**src/rtl/core/windowed_zscore_spike_detector_macros.svh**
```systemverilog
// Assertion helpers shared by the spike detector modules.
// They expect the clock clk and the active-low reset rst_n in scope.
`ifndef WINDOWED_ZSCORE_SPIKE_DETECTOR_MACROS_SVH
`define WINDOWED_ZSCORE_SPIKE_DETECTOR_MACROS_SVH

// The consequent holds in the same cycle as the antecedent.
`define WZSD_ASSERT_NOW(lbl, ante, cons, msg) \
  lbl: assert property (@(posedge clk) disable iff (!rst_n) (ante) |-> (cons)) \
    else $error(msg);

// The consequent holds in the cycle after the antecedent.
`define WZSD_ASSERT_NEXT(lbl, ante, cons, msg) \
  lbl: assert property (@(posedge clk) disable iff (!rst_n) (ante) |=> (cons)) \
    else $error(msg);

`endif

```
**src/rtl/core/wzsd_pkg.sv**
```systemverilog
`default_nettype none
package wzsd_pkg;

  localparam int KEY_W    = 16;
  localparam int FREQ_W   = 20;
  localparam int STAMP_W  = 32;
  localparam int SEV_W    = 17;
  localparam int AVG_W    = 28;
  localparam int CNTO_W   = 11;

  // Arithmetic widths sized for the largest supported window depth (65536).
  localparam int N_W      = 17;
  localparam int SUM_W    = 36;
  localparam int SQ_W     = 40;
  localparam int SUMSQ_W  = 56;
  localparam int NL_W     = N_W + FREQ_W;
  localparam int V_W      = 72;
  localparam int SC_W     = SUM_W + 16;
  localparam int RHS_W    = 2 * SC_W;
  localparam int F2_W     = 37;
  localparam int MB_W     = SC_W;
  localparam int MP_W     = 128;
  localparam int STEP_W   = 6;
  localparam int DIVN_W   = SUM_W + 8;

  localparam logic [FREQ_W-1:0] FREQ_CLAMP = 20'd1000000;
  localparam logic [SEV_W-1:0]  SEV_ONE    = 17'd65536;
  localparam logic [2:0]        SEV_SCALE  = 3'd5;
  localparam logic [31:0]       WINDOW_RST = 32'd86400;

  localparam logic [1:0] KIND_ADD   = 2'd0;
  localparam logic [1:0] KIND_QUERY = 2'd1;
  localparam logic [1:0] KIND_CLEAR = 2'd2;

  typedef struct packed {
    logic [1:0]         kind;
    logic [KEY_W-1:0]   term_key;
    logic [FREQ_W-1:0]  frequency;
    logic [STAMP_W-1:0] stamp_seconds;
    logic [STAMP_W-1:0] now_seconds;
  } in_t;

  typedef struct packed {
    logic [SEV_W-1:0]  severity;
    logic [AVG_W-1:0]  average_frequency;
    logic [CNTO_W-1:0] match_count;
    logic [CNTO_W-1:0] live_entries;
    logic              status;
  } out_t;

  typedef struct packed {
    logic [KEY_W-1:0]   key;
    logic [FREQ_W-1:0]  freq;
    logic [STAMP_W-1:0] stamp;
  } entry_t;

  localparam int ENTRY_W = $bits(entry_t);

  typedef enum logic [1:0] {
    MUL_NSQ = 2'd0,
    MUL_SS  = 2'd1,
    MUL_RHS = 2'd2,
    MUL_VF  = 2'd3
  } mul_op_t;

  typedef struct packed {
    logic    load;
    logic    clear;
    logic    pop;
    logic    rd_oldest;
    logic    write_new;
    logic    scan_init;
    logic    scan_step;
    logic    nl_calc;
    logic    div_start;
    logic    mul_start;
    mul_op_t mul_op;
    logic    sev_init;
    logic    sev_f2;
    logic    out_fire;
  } ctrl_cmd_t;

  typedef struct packed {
    logic cnt_zero;
    logic expired;
    logic scan_done;
    logic n_zero;
    logic mul_done;
    logic sev_ok;
    logic search_open;
    logic div_busy;
  } dp_stat_t;

endpackage
`default_nettype wire

```
**src/rtl/core/wzsd_ctrl.sv**
```systemverilog
`default_nettype none
`include "windowed_zscore_spike_detector_macros.svh"
module wzsd_ctrl (
  input  wire logic                 clk,
  input  wire logic                 rst_n,
  input  wire logic                 start,
  input  wire logic [1:0]           in_kind,
  input  wire wzsd_pkg::dp_stat_t   stat,
  output      wzsd_pkg::ctrl_cmd_t  cmd,
  output      logic                 busy,
  output      logic                 out_valid
);

  typedef enum logic [14:0] {
    S_IDLE     = 15'b000000000000001,
    S_EXP_RD   = 15'b000000000000010,
    S_EXP_CHK  = 15'b000000000000100,
    S_ADD      = 15'b000000000001000,
    S_SCAN     = 15'b000000000010000,
    S_NL       = 15'b000000000100000,
    S_MUL_NSQ  = 15'b000000001000000,
    S_MUL_SS   = 15'b000000010000000,
    S_SEV_CHK  = 15'b000000100000000,
    S_MUL_RHS  = 15'b000001000000000,
    S_SEV_F2   = 15'b000010000000000,
    S_SEV_MUL  = 15'b000100000000000,
    S_SEV_WAIT = 15'b001000000000000,
    S_DIV_WAIT = 15'b010000000000000,
    S_DONE     = 15'b100000000000000
  } state_t;

  state_t state_r, state_nxt;
  logic   is_query_r, is_query_nxt;
  logic   out_valid_r;

  always_comb begin
    state_nxt    = state_r;
    is_query_nxt = is_query_r;
    cmd          = '0;
    unique case (state_r)
      S_IDLE: begin
        if (start) begin
          cmd.load     = 1'b1;
          is_query_nxt = (in_kind == wzsd_pkg::KIND_QUERY);
          if (in_kind == wzsd_pkg::KIND_ADD || in_kind == wzsd_pkg::KIND_QUERY) begin
            state_nxt = S_EXP_RD;
          end else begin
            cmd.clear = (in_kind == wzsd_pkg::KIND_CLEAR);
            state_nxt = S_DONE;
          end
        end
      end
      S_EXP_RD: begin
        if (stat.cnt_zero) begin
          if (is_query_r) begin
            cmd.scan_init = 1'b1;
            state_nxt     = S_SCAN;
          end else begin
            state_nxt = S_ADD;
          end
        end else begin
          cmd.rd_oldest = 1'b1;
          state_nxt     = S_EXP_CHK;
        end
      end
      S_EXP_CHK: begin
        if (stat.expired) begin
          cmd.pop   = 1'b1;
          state_nxt = S_EXP_RD;
        end else if (is_query_r) begin
          cmd.scan_init = 1'b1;
          state_nxt     = S_SCAN;
        end else begin
          state_nxt = S_ADD;
        end
      end
      S_ADD: begin
        cmd.write_new = 1'b1;
        state_nxt     = S_DONE;
      end
      S_SCAN: begin
        cmd.scan_step = 1'b1;
        if (stat.scan_done) begin
          state_nxt = stat.n_zero ? S_DONE : S_NL;
        end
      end
      S_NL: begin
        cmd.nl_calc   = 1'b1;
        cmd.div_start = 1'b1;
        cmd.mul_start = 1'b1;
        cmd.mul_op    = wzsd_pkg::MUL_NSQ;
        state_nxt     = S_MUL_NSQ;
      end
      S_MUL_NSQ: begin
        if (stat.mul_done) begin
          cmd.mul_start = 1'b1;
          cmd.mul_op    = wzsd_pkg::MUL_SS;
          state_nxt     = S_MUL_SS;
        end
      end
      S_MUL_SS: begin
        if (stat.mul_done) begin
          state_nxt = S_SEV_CHK;
        end
      end
      S_SEV_CHK: begin
        if (stat.sev_ok) begin
          cmd.mul_start = 1'b1;
          cmd.mul_op    = wzsd_pkg::MUL_RHS;
          state_nxt     = S_MUL_RHS;
        end else begin
          state_nxt = S_DIV_WAIT;
        end
      end
      S_MUL_RHS: begin
        if (stat.mul_done) begin
          cmd.sev_init = 1'b1;
          state_nxt    = S_SEV_F2;
        end
      end
      S_SEV_F2: begin
        if (stat.search_open) begin
          cmd.sev_f2 = 1'b1;
          state_nxt  = S_SEV_MUL;
        end else begin
          state_nxt = S_DIV_WAIT;
        end
      end
      S_SEV_MUL: begin
        cmd.mul_start = 1'b1;
        cmd.mul_op    = wzsd_pkg::MUL_VF;
        state_nxt     = S_SEV_WAIT;
      end
      S_SEV_WAIT: begin
        if (stat.mul_done) begin
          state_nxt = S_SEV_F2;
        end
      end
      S_DIV_WAIT: begin
        if (!stat.div_busy) begin
          state_nxt = S_DONE;
        end
      end
      S_DONE: begin
        cmd.out_fire = 1'b1;
        state_nxt    = S_IDLE;
      end
      default: begin
        state_nxt = S_IDLE;
      end
    endcase
  end

  always_ff @(posedge clk) begin
    if (!rst_n) begin
      state_r     <= S_IDLE;
      is_query_r  <= 1'b0;
      out_valid_r <= 1'b0;
    end else begin
      state_r     <= state_nxt;
      is_query_r  <= is_query_nxt;
      out_valid_r <= cmd.out_fire;
    end
  end

  assign busy      = (state_r != S_IDLE);
  assign out_valid = out_valid_r;

  `WZSD_ASSERT_NEXT(a_accept_busy, start && !busy, busy, "accepted item did not make the block busy")
  `WZSD_ASSERT_NEXT(a_done_strobe, state_r == S_DONE, out_valid_r, "finished item gave no result")
  `WZSD_ASSERT_NOW(a_strobe_idle, out_valid_r, state_r == S_IDLE, "result shown while not idle")

endmodule
`default_nettype wire

```
**config.mk**
```make
export PLATFORM = sky130hd
export DESIGN_NAME = wzsd_ctrl
export DESIGN_NICKNAME = d
export VERILOG_FILES = /design/src/rtl/core/wzsd_pkg.sv /design/src/rtl/core/wzsd_ctrl.sv
export VERILOG_INCLUDE_DIRS = /design/src /design/src/rtl/core
export SDC_FILE = /design/constraint.sdc
export NUM_CORES = 1
export LEC_CHECK = 0
export ABC_CLOCK_PERIOD_IN_PS = 1700
export BUFFER_PORTS_ARGS = -buffer_cell sky130_fd_sc_hd__buf_2
export CAP_MARGIN = 20
export CORE_UTILIZATION = 47
export DETAILED_ROUTE_END_ITERATION = 12
export GPL_TIMING_DRIVEN = 0
export PLACE_DENSITY = 0.75
export SLEW_MARGIN = 0
export SYNTH_ARGS = -nofsm -noshare
export SYNTH_HDL_FRONTEND = slang
export SYNTH_SLANG_ARGS = --single-unit
```
**constraint.sdc**
```tcl
create_clock -name clk -period 1.7 [get_ports clk]
set_input_delay 0 -clock clk [delete_from_list [all_inputs] [get_ports clk]]
set_output_delay 0 -clock clk [all_outputs]
set_load 0.02 [all_outputs]
```
==> implementation parameters <==
Parameter                              Value

Status
  Run status ... complete, but fails checks
  Violated checks ... setup timing

Setup path
  WS Path Type ... reg2reg
  Kind of launch point of the worst setup path ... flip-flop
  Reg2reg start ... state_r[6]$_SDFFE_PN0P_
  Length in cells of the worst reg-to-reg path ... 9
  Reg2Reg Setup Slack ... -0.36 ns
  R2r endpoint ... state_r[8]$_SDFFE_PN0P_
  Crit path DAT ... 2.27 ns
  Highest net fanout along the worst path ... 6
  Critical Path End Type ... flip-flop
  Critical path data required time ... 1.91 ns

Floorplan
  Die W ... 52.3 um
  Chip Height ... 52.3 um
  Die area ... 2730 um2
  Starting Density ... 51.7%
  Area of the placeable core ... 2300 um2
  Placement row count ... 17
  Number of top-level pins ... 30

Synth
  Yosys warning total ... 0
  Dominant register cell in the synthesized netlist ... sky130_fd_sc_hd__dfxtp_1
  Unique masters post-synth ... 50
  Sequential-to-total area share from yosys stat ... 28.7%
  Flop and latch count out of synthesis ... 17
  Synth Net Count ... 165
  Post-synth EDFFs ... 0
  Cell area after synthesis ... 1190 um2
  Cells after Synth ... 152
  Mean area per synthesized cell ... 7.81 um2
  Asr flop ratio synth ... 0%

Clock tree
  Root Driver ... sky130_fd_sc_hd__clkbuf_4
  Number of buffers added by the clock tree synthesis step ... 3
  Count of clock tree sinks ... 17
  Clock latency at the later pin of the worst-skew pair ... 0.31 ns
  Number of levels in the clock H-tree ... 1
  Maximum count of clock buffers along a single path ... 2
  Clock-pin slew on the worst setup and hold paths ... 0.11 ns
  CTS tree ... built

Timing
  Portion of the clock cycle consumed by the worst path in the final layout ... 121%
  Setup slack of the critical path after layout ... -0.362 ns
  Number of max-slew violations in the final report ... 0
  Final Hold Slack ... 0.0195 ns
  Slew at the pin with the worst max-slew slack ... 0.397 ns
  Worst setup skew after layout ... 0.00582 ns
  Highest attainable clock frequency ... 485 MHz
  Final setup violation count ... 30
  Setup tns final ... -5.17 ns
  Final hold vios ... 0
  Unrepaired setup endpoints after global routing ... true
  Max_slew headroom ... 73.4%
  Final min period ... 2.06 ns

Final layout
  Area overhead of the layout relative to synthesis ... 68.7%
  Number of nets at the end of the flow ... 230
  Share of final-layout standard cells stronger than drive strength 1 ... 57.9%
  Most common library cell in the layout ignoring fill and taps ... sky130_fd_sc_hd__buf_4
  ANT cells ... 0
  Layout fillers ... 111
  Most frequent cells in the layout ... sky130_fd_sc_hd__buf_4 (31), sky130_fd_sc_hd__buf_2 (15), sky130_fd_sc_hd__buf_6 (14), sky130_fd_sc_hd__nor2_1 (12), sky130_fd_sc_hd__nand2_1 (9)
  Core utilization of the finished layout ... 87.2%

Worst hold path
  Hold path startpoint ... stat[5]
  Cells on Worst Hold Path ... 3
  Hold Path Sink ... state_r[4]$_SDFFE_PN0P_
  Worst min-delay path class ... in2reg

Power
  Worst IR Drop VDD ... 0.562 mV
  Leakage power of the design ... 0.851 nW
  Power density cells ... 549 nW/um2

Flow run
  Max-cap violations ... 0

Route
  DRC ... 0
  Violation count after the first detailed-routing iteration ... 89
  Detailed-route wire length per cell ... 20.1 um
  Router iterations before antenna repair ... 5
  Number of routed nets with antenna violations ... 0
  Routed WL ... 4890 um
  Via total after detailed routing ... 1610
  Metal2 WL ... 2310 um
  Uppermost layer routed ... met4
  Via/cell ratio ... 6.60
  Met1 WL ... 1840 um
  Amount of wire on met3 after detailed routing ... 558 um

Place
  Quantity of I/O buffers inserted on ports ... 29
  HPWL reported at the end of detailed placement ... 2430 um
  GPL Wtd Cong ... 0.883

Global routing
  Largest net degree at the start of global routing ... 11
  GRT Overall Usage ... 32.7%
  Global-route wire length before repair ... 6470 um
  Global-route congestion overflow total ... 0
  Antenna violations before repair ... 0
  Vias in the first global route ... 1392
==> cell type report <==
cell class / count / area (um2) / share of cell area (%)
plain buffers: 6 / 45.0 / 2.25
multi-input cells: 120 / 1010 / 50.2
repair buffers: 62 / 485 / 24.2
flip-flops and latches: 17 / 374 / 18.7
inverters: 7 / 31.3 / 1.56
clock buffers: 4 / 26.3 / 1.31
well taps: 28 / 35.0 / 1.75
==> worst max path at each step <==
stage,start,end,cells past startpoint
floorplan,state_r[6]$_SDFFE_PN0P_,state_r[12]$_SDFFE_PN0P_,5
global placement,state_r[6]$_SDFFE_PN0P_,cmd[3],6
detailed placement,state_r[6]$_SDFFE_PN0P_,cmd[3],6
CTS,state_r[0]$_SDFFE_PN1P_,cmd[8],4
global route,state_r[6]$_SDFFE_PN0P_,state_r[8]$_SDFFE_PN0P_,9
finish,state_r[6]$_SDFFE_PN0P_,state_r[8]$_SDFFE_PN0P_,9
==> logic make-up after synthesis <==
kind of cell,share of synthesized area [%]
muxes,1.79
buffers and inverters,6.11
DFF,28.7
and+or+nand+nor,44.8
xor gates and xnor gates,2.95
AOI/OAI and AO/OA,15.7
==> cell usage after synthesis (4+ instances only) <==
library cell | n | share of area, %
sky130_fd_sc_hd__a21oi_1 | 7 | 3.0
sky130_fd_sc_hd__and3_1 | 4 | 2.1
sky130_fd_sc_hd__dfxtp_1 | 17 | 29
sky130_fd_sc_hd__inv_1 | 6 | 1.9
sky130_fd_sc_hd__nand2_1 | 10 | 3.2
sky130_fd_sc_hd__nand3_1 | 6 | 2.5
sky130_fd_sc_hd__nand4_1 | 6 | 3.2
sky130_fd_sc_hd__nor2_1 | 17 | 5.4
sky130_fd_sc_hd__nor3_1 | 9 | 3.8
sky130_fd_sc_hd__nor4_1 | 5 | 2.6
==> through the flow <==
step	setup slack, ns	instance area (um2)	cells	total power, mW
global route	-0.470	2000	244	1.14
floorplan	-0.0768	1250	152	0.612
global placement	-0.346	1430	209	0.681
finish	-0.362	2000	244	1.10
detailed placement	-0.389	1430	209	0.688
CTS	-0.218	1810	232	1.01
==> report_power, final <==
group / total (mW) / switching (mW) / leakage [nW] / internal (mW)
clock: 0.241 / 0.149 / 0.0150 / 0.0917
sequential: 0.432 / 0.0265 / 0.145 / 0.406
combinational: 0.426 / 0.230 / 0.691 / 0.197
total: 1.10 / 0.405 / 0.851 / 0.694
==> worst max-delay path, stage by stage, from the launching register on <==
cell	delay (ns)
sky130_fd_sc_hd__dfxtp_2	0.38
sky130_fd_sc_hd__buf_6	0.13
sky130_fd_sc_hd__nor4_4	0.05
sky130_fd_sc_hd__buf_4	0.15
sky130_fd_sc_hd__buf_4	0.12
sky130_fd_sc_hd__nand4_1	0.18
sky130_fd_sc_hd__o31ai_4	0.10
sky130_fd_sc_hd__buf_4	0.17
sky130_fd_sc_hd__or3b_4	0.42
sky130_fd_sc_hd__nor3_1	0.27
==> routing by layer <==
| metal | track usage, % | up-vias |
|---|---|---|
| met5 | 0 | - |
| met4 | 9.21 | 0 |
| met3 | 10.4 | 24 |
| met2 | 56.2 | 146 |
| met1 | 38.7 | 742 |
| li1 | - | 698 |
==> repair_timing <==
action                                 in CTS  in global routing
buffers inserted                           16                 15
pin swaps                                  12                 11
hold buffers                                5                  0
resized for setup                          59                 34
setup endpoints to repair                  32                 32
endpoints found under the hold margin       6                  0
==> sequential cells by signal, indices dropped and copies added (netlist names) <==
name	cells
state_r	15
is_query_r	1
out_valid	1
Power figures use the tool's default switching activity.
